--- src/sv/sat_pkg.sv ---
// Package with shared types and constants for the session affinity table.
`default_nettype none
package sat_pkg;
  localparam int unsigned TableDepth = 64;
  localparam int unsigned IdxW = $clog2(TableDepth);
  localparam int unsigned CntW = $clog2(TableDepth + 1);

  typedef enum logic [1:0] {
    REQ_QUERY = 2'd0,
    REQ_END   = 2'd1,
    REQ_BIND  = 2'd2,
    REQ_NONE  = 2'd3
  } req_e;

  typedef enum logic [1:0] {
    KIND_OTHER = 2'd0,
    KIND_BEGIN = 2'd1,
    KIND_END   = 2'd2,
    KIND_RSVD  = 2'd3
  } kind_e;

  typedef enum logic [3:0] {
    ST_NO_ENTRY  = 4'd0,
    ST_HIT       = 4'd1,
    ST_APPENDED  = 4'd2,
    ST_EVICTED   = 4'd3,
    ST_ALL_BUSY  = 4'd4,
    ST_REMOVED   = 4'd5,
    ST_ABSENT    = 4'd6,
    ST_BOUND     = 4'd7,
    ST_NOT_BOUND = 4'd8
  } status_e;

  typedef struct packed {
    logic [63:0] key;
    logic [15:0] backend;
    logic        txn;
    logic [31:0] last_use;
  } entry_t;

  // Commands broadcast to every cell in the chain.
  typedef struct packed {
    logic          write;    // write selected entry
    logic [IdxW-1:0] widx;
    entry_t        wdata;
    logic          shift;    // compact: cells at or above sidx take their upper neighbor
    logic [IdxW-1:0] sidx;
  } cell_cmd_t;
endpackage
`default_nettype wire

--- src/sv/sat_cell.sv ---
// One table cell: holds an entry, compares its key and forwards the oldest candidate.
`default_nettype none
module sat_cell (
  input  wire                         clk_i,
  input  wire  [sat_pkg::IdxW-1:0]    index_i,
  input  wire                         live_i,
  input  wire  [63:0]                 key_i,
  input  sat_pkg::cell_cmd_t          cmd_i,
  input  sat_pkg::entry_t             upper_i,
  output sat_pkg::entry_t             entry_o,
  output logic                        match_o,
  // Oldest-candidate chain, passed from lower to higher index.
  input  wire                         best_vld_i,
  input  wire  [sat_pkg::IdxW-1:0]    best_idx_i,
  input  wire  [31:0]                 best_age_i,
  output logic                        best_vld_o,
  output logic [sat_pkg::IdxW-1:0]    best_idx_o,
  output logic [31:0]                 best_age_o
);
  import sat_pkg::*;
  entry_t entry_q;
  logic   take;
  logic            best_vld_q;
  logic [IdxW-1:0] best_idx_q;
  logic [31:0]     best_age_q;

  assign entry_o = entry_q;
  assign match_o = live_i && (entry_q.key == key_i);
  assign take = live_i && !entry_q.txn &&
                (!best_vld_i || (entry_q.last_use < best_age_i));
  assign best_vld_o = best_vld_q;
  assign best_idx_o = best_idx_q;
  assign best_age_o = best_age_q;

  // The candidate is registered, so it moves one cell further in every cycle.
  always_ff @(posedge clk_i) begin
    best_vld_q <= best_vld_i || take;
    best_idx_q <= take ? index_i : best_idx_i;
    best_age_q <= take ? entry_q.last_use : best_age_i;
  end

  always_ff @(posedge clk_i) begin
    if (cmd_i.write && cmd_i.widx == index_i) begin
      entry_q <= cmd_i.wdata;
    end else if (cmd_i.shift && index_i >= cmd_i.sidx) begin
      entry_q <= upper_i;
    end
  end
endmodule
`default_nettype wire

--- config.mk ---
export PLATFORM = sky130hd
export DESIGN_NAME = sat_cell
export DESIGN_NICKNAME = d
export VERILOG_FILES = /design/src/sv/sat_pkg.sv /design/src/sv/sat_cell.sv
export SDC_FILE = /design/constraint.sdc
export NUM_CORES = 1
export LEC_CHECK = 0
export BUFFER_PORTS_ARGS = -buffer_cell sky130_fd_sc_hd__buf_2
export CORE_AREA = 5 5 192 194
export CTS_CLUSTER_DIAMETER = 150
export DETAILED_ROUTE_END_ITERATION = 8
export DIE_AREA = 0 0 197 199
export SETUP_SLACK_MARGIN = 0.05
export SLEW_MARGIN = 30
export SYNTH_ARGS = -nofsm -noshare
export SYNTH_HDL_FRONTEND = slang
export SYNTH_SLANG_ARGS = --single-unit
--- constraint.sdc ---
create_clock -name clk_i -period 15.3 [get_ports clk_i]
set_input_delay 2.295 -clock clk_i [delete_from_list [all_inputs] [get_ports clk_i]]
set_output_delay 2.295 -clock clk_i [all_outputs]
set_load 0.005 [all_outputs]
[Word-level counts from Yosys, hierarchy flattened]
Cells that the tools add are included.
Word-level totals
  output and inout bits: 153
  word-level logic and storage cells: 25
  input port bits: 351
  register bits after elaboration: 152
Operators by class
  order comparisons: 2
  reductions and logical operators: 10
  muxes and demuxes: 4
  equality and inequality tests: 2
Operator list (count)
  113-bit two-way mux: 2
  64-bit == test: 1
  32-bit < comparator: 1
  32-bit two-way mux: 1
  6-bit == test: 1
  6-bit greater-or-equal comparator: 1
  6-bit two-way mux: 1
  1-bit logical AND: 5
  1-bit zero test: 2
  1-bit logical OR: 2
  2-bit nonzero test: 1

[Logic depth before layout (Yosys ltp)]
Gate-level depths: netlist of the first run.
  depth in word-level cells: 4
  mapped depth: 10
  mapped depth without buffers: 8

[Least setup slack after synthesis of the first run]
No wires, ideal clock.
  kind: input to register
  start: in index_i[0] (netlist name)
  end: reg entry_q, in the netlist entry_o[0], enable pin
  library setup time: 741 ps
  path slack: 3644 ps
  stages: 8
  required time: 14559 ps
  buffers on the path: 0
  arrival: 10915 ps
  cell sequence: inv_1 -> ha_1 -> nand2b_1 -> a21o_1 -> a21o_1 -> a21o_1 -> a21oi_1 -> o21ai_0
Between the ends
  word-level cells in the longest chain between the ends: 3
  elaborated cells between the ends (all ways): 5
  classes of those cells: order compare (1); eq/ne (1); reduce/logical (3)
Ends and longest elaborated chain
  start: declaration: RTL line sat_cell.sv:5  | input wire [sat_pkg::IdxW-1:0] index_i,
  6-bit greater-or-equal comparator / 6-bit == test (equally long branches): RTL line sat_cell.sv:45, sat_cell.sv:43
  1-bit logical AND, on equally long branches: RTL line sat_cell.sv:45, sat_cell.sv:43
  2-bit nonzero test (no line) (*)
  end signal: assignment: RTL line sat_cell.sv:44  | entry_q <= cmd_i.wdata;
  end signal: assignment: RTL line sat_cell.sv:46  | entry_q <= upper_i;
  end: declaration: RTL line sat_cell.sv:21  | entry_t entry_q;
Every way passes the cells marked *; elsewhere a longest branch is shown, timed or not.
A chain may end at the register's enable or synchronous reset.

[Final worst setup path of the first run]
  start: in key_i[1]
  end: out match_o
Between the ends
  word-level cells in the longest chain between the ends: 2
Ends and longest elaborated chain
  start: declaration: RTL line sat_cell.sv:7  | input wire [63:0] key_i,
  64-bit == test: RTL line sat_cell.sv:28  | assign match_o = live_i && (entry_q.key == key_i);
  1-bit logical AND: RTL line sat_cell.sv:28
  end: declaration: RTL line sat_cell.sv:11  | output logic match_o,
Every way passes these cells.

==> flow_metrics.env, run 1 <==
export IMPL_wl_per_cell_um=19.4
export IMPL_post_layout_total_power_mw=1.17
export IMPL_yosysTopAreaCell="sky130_fd_sc_hd__edfxtp_1"
export IMPL_synth_area_sq_um=7710
export IMPL_synth_cell_types=41
export IMPL_postSynthAreaPerCell_sq_um=13.6
export IMPL_setup_worst_path_start_class="primary input"
export IMPL_min_delay_path_class="register to register"
export IMPL_synthToLayoutAreaGrowth_pct=47.8
export IMPL_p_switching_mw=0.316
export IMPL_globalRouteTotalUtil_pct=14.7
export IMPL_crit_reg2reg_launch="entry_o[2]"
export IMPL_relSlewSlack_pct=47.0
export IMPL_route_detailed_vias_per_inst=4.26
export IMPL_worstSkewPairLatency_ps=440
export IMPL_holdBufCountCts=0
export IMPL_place_congestion=0.912
export IMPL_hold_path_endpoint="best_age_o[20]"
export IMPL_num_rows=69
export IMPL_count_of_flip_flops_with_a_built_in_enable_after_synthesis=113
export IMPL_p_per_area_nw_per_um2=103
export IMPL_numCtsBuffers=17
export IMPL_synthTopCellsByCount="sky130_fd_sc_hd__mux2_2 (131), sky130_fd_sc_hd__edfxtp_1 (113), sky130_fd_sc_hd__inv_1 (56)"
export IMPL_cts_root_buf="sky130_fd_sc_hd__clkbuf_16"
export IMPL_timing_critical_path_slowest_stage_cell="sky130_fd_sc_hd__nor4_1"
export IMPL_synthXorXnorAreaFrac_pct=6.02
export IMPL_r2r_worst_path_cells=8
export IMPL_core_sq_um=35100
export IMPL_port_buffers=503
export IMPL_timing_max_cap_violations=0
export IMPL_ys_dominant_reg_cell="sky130_fd_sc_hd__edfxtp_1"
export IMPL_synth_net_count=954
export IMPL_ant_nets=0
export IMPL_firstDrtPassIters=5
export IMPL_share_comb_of_total_power_pct=19.1
export IMPL_layout_drive_gt1_share_pct=61.8
export IMPL_timing_reg2reg_setup_slack_ps=12320
export IMPL_slew_violations=0
export IMPL_chipWidth_um=197
export IMPL_count_of_h_tree_levels_built_during_cts=4
export IMPL_worst_slew_pin_transition_ps=796
export IMPL_timing_setup_tns_ps=0
export IMPL_fraction_of_power_spent_switching_nets_pct=27.0
export IMPL_synth_seq_cells=152
export IMPL_grt_max_degree=76
export IMPL_slowest_delay_ps=440
export IMPL_synth_fa_ha_area_share_pct=6.00
export IMPL_power_frac_seq_pct=45.4
export IMPL_fmaxAchievable_mhz=160
export IMPL_cts_tree="built"
export IMPL_cts_root_to_sink_buffers=2
export IMPL_synthesized_netlist_cell_count=566
export IMPL_outcome="completed"
export IMPL_grt_antenna_before_repair=12
export IMPL_synthDominantCellAreaShare_pct=44.0
export IMPL_post_cts_resized=0
export IMPL_fin_skew_ps=8.67
export IMPL_post_cts_setup_buffers=0
export IMPL_timing_worst_setup_path_type="primary input to output pin"
export IMPL_detailedRoute_firstIterationViolations=241
export IMPL_grt_pass1_wl_um=42300
export IMPL_worstPathMaxFanout=1
export IMPL_crit_path_start="key_i[1]"
export IMPL_vdd_ir_drop_max_v=0.0000752
export IMPL_yosys_cell_count_top_type="sky130_fd_sc_hd__mux2_2"
export IMPL_worst_endpoint_required_ps=13010
export IMPL_vias_in_the_first_global_route=7101
export IMPL_yosys_top_cells_area="sky130_fd_sc_hd__edfxtp_1 (44%), sky130_fd_sc_hd__mux2_2 (19%), sky130_fd_sc_hd__dfxtp_1 (10%)"
export IMPL_globalRouteOverflowTotal=0
export IMPL_drc=0
export IMPL_cp_end_kind="output pin"
export IMPL_finalWorstPathRequiredPeriod_ps=6250
export IMPL_clock_pin_transition_on_the_worst_setup_and_hold_timing_paths_ps=60
export IMPL_synth_yosys_warnings=0
export IMPL_worst_endpoint_arrival_ps=3950
export IMPL_grt_setup_unrepaired="no"
export IMPL_reg_to_reg_critical_path_endpoint="best_idx_o[4]"
export IMPL_p_clk_share_pct=35.5
export IMPL_synth_simple_area_share_pct=3.62
export IMPL_nNetsFinal=1467
export IMPL_static_leakage_nw=5.14
export IMPL_cts_sink_count=152
export IMPL_finalCritPeriodShare_pct=40.8
export IMPL_chipHeight_um=199
export IMPL_synth_mux_area_share_pct=22.0
export IMPL_initial_utilization_pct=22.0
export IMPL_synth_compound_area_share_pct=4.36
export IMPL_timing_critical_path_cells="buf_2 -> xnor2_1 -> nand4_1 -> nor4_1 -> nand3_1 -> nor4_1 -> buf_2"
export IMPL_utilization_pct=32.5
export IMPL_hold_path_cells=1
export IMPL_synth_top_family_by_area="multiplexers"
export IMPL_sequential_fraction_of_the_synthesis_area_pct=54.1
export IMPL_dp_hpwl_um=25200
export IMPL_ios=504
export IMPL_ys_async_sr_fraction_pct=0
export IMPL_hold_viol=0
export IMPL_setup_violations=0
export IMPL_route_final_wire_length_um=30200
export IMPL_vias=6630
export IMPL_intPower_mw=0.855
export IMPL_hold_start="entry_o[20]"
export IMPL_floorplan_die_area_sq_um=39200
[metal layers]
metal | share of wire [%] | wire (um) | global-route usage, %
met4 | 2.6 | 790 | 5.24
met5 | 0.23 | 69 | 0
met1 | 37 | 11100 | 15.9
met2 | 51 | 15300 | 25.9
met3 | 9.9 | 2970 | 6.18
[flip-flops by register name, indices dropped and copies added, names as in the netlist]
signal	cells
entry_o	113
best_age_o	32
best_idx_o	6
best_vld_o	1
[worst max-delay path by stage]
stage,to,slack [ps],cells past startpoint
after global placement,match_o,9050,7
after CTS,match_o,9050,7
after detailed placement,match_o,9070,7
after global routing,match_o,8980,7
after floorplan,entry_o[0],3640,8
final,match_o,9050,7
[layout by cell type (no fill, tap or decap), types with 2 or more instances in the layout]
master / n
sky130_fd_sc_hd__edfxtp_1: 113
sky130_fd_sc_hd__nand3_1: 7
sky130_fd_sc_hd__xnor2_1: 41
sky130_fd_sc_hd__clkbuf_16: 19
sky130_fd_sc_hd__a2bb2oi_1: 2
sky130_fd_sc_hd__xor2_1: 12
sky130_fd_sc_hd__a211oi_1: 3
sky130_fd_sc_hd__mux2_1: 20
sky130_fd_sc_hd__inv_1: 56
sky130_fd_sc_hd__ha_1: 37
sky130_fd_sc_hd__nor2_1: 7
sky130_fd_sc_hd__diode_2: 5
sky130_fd_sc_hd__dfxtp_1: 39
sky130_fd_sc_hd__clkinv_2: 4
sky130_fd_sc_hd__nor4_1: 6
sky130_fd_sc_hd__nand4_1: 12
sky130_fd_sc_hd__nand2_1: 13
sky130_fd_sc_hd__o21ai_1: 2
sky130_fd_sc_hd__clkbuf_8: 2
sky130_fd_sc_hd__clkinv_4: 2
sky130_fd_sc_hd__a21oi_1: 11
sky130_fd_sc_hd__buf_2: 503
sky130_fd_sc_hd__o21ai_0: 4
sky130_fd_sc_hd__buf_4: 5
sky130_fd_sc_hd__a21o_1: 4
sky130_fd_sc_hd__o22ai_1: 4
sky130_fd_sc_hd__o2bb2ai_1: 2
sky130_fd_sc_hd__a221oi_1: 5
sky130_fd_sc_hd__nand2b_1: 2
sky130_fd_sc_hd__mux2_2: 131
sky130_fd_sc_hd__a22oi_1: 2
sky130_fd_sc_hd__and3_1: 2
sky130_fd_sc_hd__inv_4: 3
[critical path: cells and delay by family]
| kind | cells | cell delay (ps) |
|---|---|---|
| and+or+nand+nor | 4 | 1220 |
| buffers and inverters | 2 | 290 |
| xor gates and xnor gates | 1 | 150 |
[logic make-up after synthesis]
family	Yosys count
and+or+nand+nor	53
AOI/OAI and AO/OA	48
adders and majority gates	37
buffers and inverters	72
muxes	151
DFF	152
xor gates and xnor gates	53
[through the flow]
step           instance area [sq um]  worst slack [ps]  std cells  hold WS (ps)
3_5_place_dp                   10800              9070       1520           517
3_3_place_gp                   10800              9050       1520           516
5_1_grt                        11400              8980       1557           563
4_1_cts                        11400              9050       1552           531
6_report                       11400              9050       1558           529
2_1_floorplan                   7710              3640        566           517
[area by class of cell]
class                   instances  area [sq um]
fillers                      3651         23700
flip-flops and latches        152          4170
multi-input cells             342          3260
repair buffers                510          2590
well taps                     461           577
clock buffers                  22           507
inverters                      56           210
clock inverters                10          63.8
diodes                          5          12.5
[power by group through the flow]
stage	Combinational [mW]	Sequential, mW	Clock [mW]
6_report	0.224	0.531	0.416
5_1_grt	0.248	0.537	0.451
3_3_place_gp	0.225	0.539	0
4_1_cts	0.229	0.532	0.430
2_1_floorplan	0.0930	0.546	0
3_5_place_dp	0.228	0.540	0
Power figures use the tool's default switching activity.
==> inputs of run 2 (changes only) <==
==> constraint.sdc (replaced) <==
create_clock -name clk_i -period 5.9 [get_ports clk_i]
set_input_delay 0.885 -clock clk_i [delete_from_list [all_inputs] [get_ports clk_i]]
set_output_delay 0.885 -clock clk_i [all_outputs]
set_load 0.005 [all_outputs]
==> run 2 against run 1 <==
Net effect:
- sequential power rose to 2.6 times the previous value
- final cell count down 0.19%
- via count down 1.4%
- global-route usage down 0.25 points
- die area unchanged
- first-iteration DRC count down 3.3%
- flip-flop and latch count unchanged
- critical path depth unchanged
- largest power group unchanged
==> flow_metrics.env, run 2 (synthesis gave the netlist of run 1 again) <==
export IMPL_outcome="completed"
export IMPL_timing_hold_ws_ps=527
export IMPL_fin_skew_ps=9.44
export IMPL_chipWidth_um=197
export IMPL_firstDrtPassIters=4
export IMPL_static_leakage_nw=5.13
export IMPL_critical_path_depth=7
export IMPL_place_congestion=0.814
export IMPL_holdBufCountCts=0
export IMPL_initial_utilization_pct=22.0
export IMPL_wl_per_cell_um=19.1
export IMPL_nNetsFinal=1466
export IMPL_grt_setup_unrepaired="no"
export IMPL_num_rows=69
export IMPL_chipHeight_um=199
export IMPL_fmaxAchievable_mhz=284
export IMPL_worst_endpoint_required_ps=5020
export IMPL_count_of_h_tree_levels_built_during_cts=4
export IMPL_globalRouteTotalUtil_pct=14.4
export IMPL_finalNonFillerCells=1555
export IMPL_worst_endpoint_arrival_ps=2640
export IMPL_drc=0
export IMPL_grt_pass1_wl_um=42100
export IMPL_timing_worst_setup_path_type="primary input to output pin"
export IMPL_timing_critical_path_cells="buf_2 -> xnor2_1 -> nand4_1 -> nor4_1 -> nand3_1 -> nor4_1 -> buf_2"
export IMPL_ios=504
export IMPL_post_cts_resized=0
export IMPL_worstPathMaxFanout=1
export IMPL_critical_path_buf_inv_count=2
export IMPL_dp_hpwl_um=24400
export IMPL_vdd_ir_drop_max_v=0.000194
export IMPL_worst_slew_pin_transition_ps=680
export IMPL_final_cell_mix="sky130_fd_sc_hd__buf_2 (503), sky130_fd_sc_hd__mux2_2 (131), sky130_fd_sc_hd__edfxtp_1 (113), sky130_fd_sc_hd__inv_1 (56), sky130_fd_sc_hd__xnor2_1 (41)"
export IMPL_placed_cells=1519
export IMPL_timing_max_cap_violations=0
export IMPL_grt_antenna_before_repair=10
export IMPL_vias_in_the_first_global_route=7023
export IMPL_route_detailed_vias_per_inst=4.21
export IMPL_timing_critical_path_slowest_stage_cell="sky130_fd_sc_hd__nor4_1"
export IMPL_cts_tree="built"
export IMPL_worstSkewPairLatency_ps=440
export IMPL_finalWorstPathRequiredPeriod_ps=3530
export IMPL_min_delay_path_class="register to register"
export IMPL_r2r_worst_path_cells=8
export IMPL_core_sq_um=35100
export IMPL_setup_violations=0
export IMPL_slowest_delay_ps=500
export IMPL_most_common_cell_after_layout_fill_and_taps_aside="sky130_fd_sc_hd__buf_2"
export IMPL_reg_to_reg_critical_path_endpoint="best_idx_o[2]"
export IMPL_crit_family="simple AND/OR/NAND/NOR gates"
export IMPL_port_buffers=503
export IMPL_slew_violations=0
export IMPL_grt_max_degree=114
export IMPL_post_layout_total_power_mw=3.03
export IMPL_setup_worst_path_start_class="primary input"
export IMPL_cp_endpoint="match_o"
export IMPL_crit_reg2reg_launch="entry_o[2]"
export IMPL_ant_nets=0
export IMPL_cp_end_kind="output pin"
export IMPL_relSlewSlack_pct=54.7
export IMPL_cts_root_to_sink_buffers=2
export IMPL_place_worst_setup_slack_ps=2330
export IMPL_synthToLayoutAreaGrowth_pct=47.6
export IMPL_cts_sink_count=152
export IMPL_hold_viol=0
export IMPL_numCtsBuffers=17
export IMPL_layout_drive_gt1_share_pct=61.8
export IMPL_detailedRoute_firstIterationViolations=233
export IMPL_p_per_area_nw_per_um2=266
export IMPL_finalCritPeriodShare_pct=59.8
export IMPL_globalRouteOverflowTotal=0
export IMPL_largest_register_ff_count=113
export IMPL_timing_reg2reg_setup_slack_ps=2920
export IMPL_timing_setup_tns_ps=0
export IMPL_post_cts_setup_buffers=0
export IMPL_vias=6539
export IMPL_floorplan_die_area_sq_um=39200
export IMPL_clock_pin_transition_on_the_worst_setup_and_hold_timing_paths_ps=60
export IMPL_route_final_wire_length_um=29700
export IMPL_crit_path_start="key_i[1]"
export IMPL_cts_root_buf="sky130_fd_sc_hd__clkbuf_16"
export IMPL_fin_ws_ps=2370
export IMPL_hold_path_cells=1
run 2: area by class of cell:
type / count / area, sq um
fill: 3682 / 23700
sequential: 152 / 4170
multi-input combinational: 342 / 3260
timing repair buffer: 509 / 2590
tap: 461 / 577
clock buffer: 21 / 493
inverter: 56 / 210
clock inverter: 11 / 68.8
antenna: 3 / 7.51
run 2: worst min path at each step:
stage,startpoint,end,slack [ps]
after floorplan,entry_o[11],best_age_o[11],520
after global placement,entry_o[27],best_age_o[27],520
after detailed placement,entry_o[17],best_age_o[17],520
after CTS,entry_o[18],best_age_o[18],530
after global routing,entry_o[18],best_age_o[18],540
final,entry_o[17],best_age_o[17],530
run 2: per-stage QoR:
stage                     utilization (%)  cell area [sq um]
after global placement               30.8              10800
after CTS                            32.4              11400
after floorplan                         -               7720
after global routing                 32.5              11400
final                                32.5              11400
after detailed placement             30.8              10800
run 2: report_power, final:
group / internal, mW / switching [mW]
registers: 1.30 / 0.0801
logic: 0.313 / 0.273
clock network: 0.597 / 0.470
total: 2.21 / 0.824
run 2: metal layers:
| layer | wire length (um) | vias up | track usage, % |
|---|---|---|---|
| met1 | 11000 | 3054 | 15.9 |
| met2 | 15200 | 306 | 25.4 |
| li1 | - | 3129 | - |
| met3 | 2780 | 42 | 5.79 |
| met4 | 573 | 8 | 4.90 |
| met5 | 61 | - | 0 |
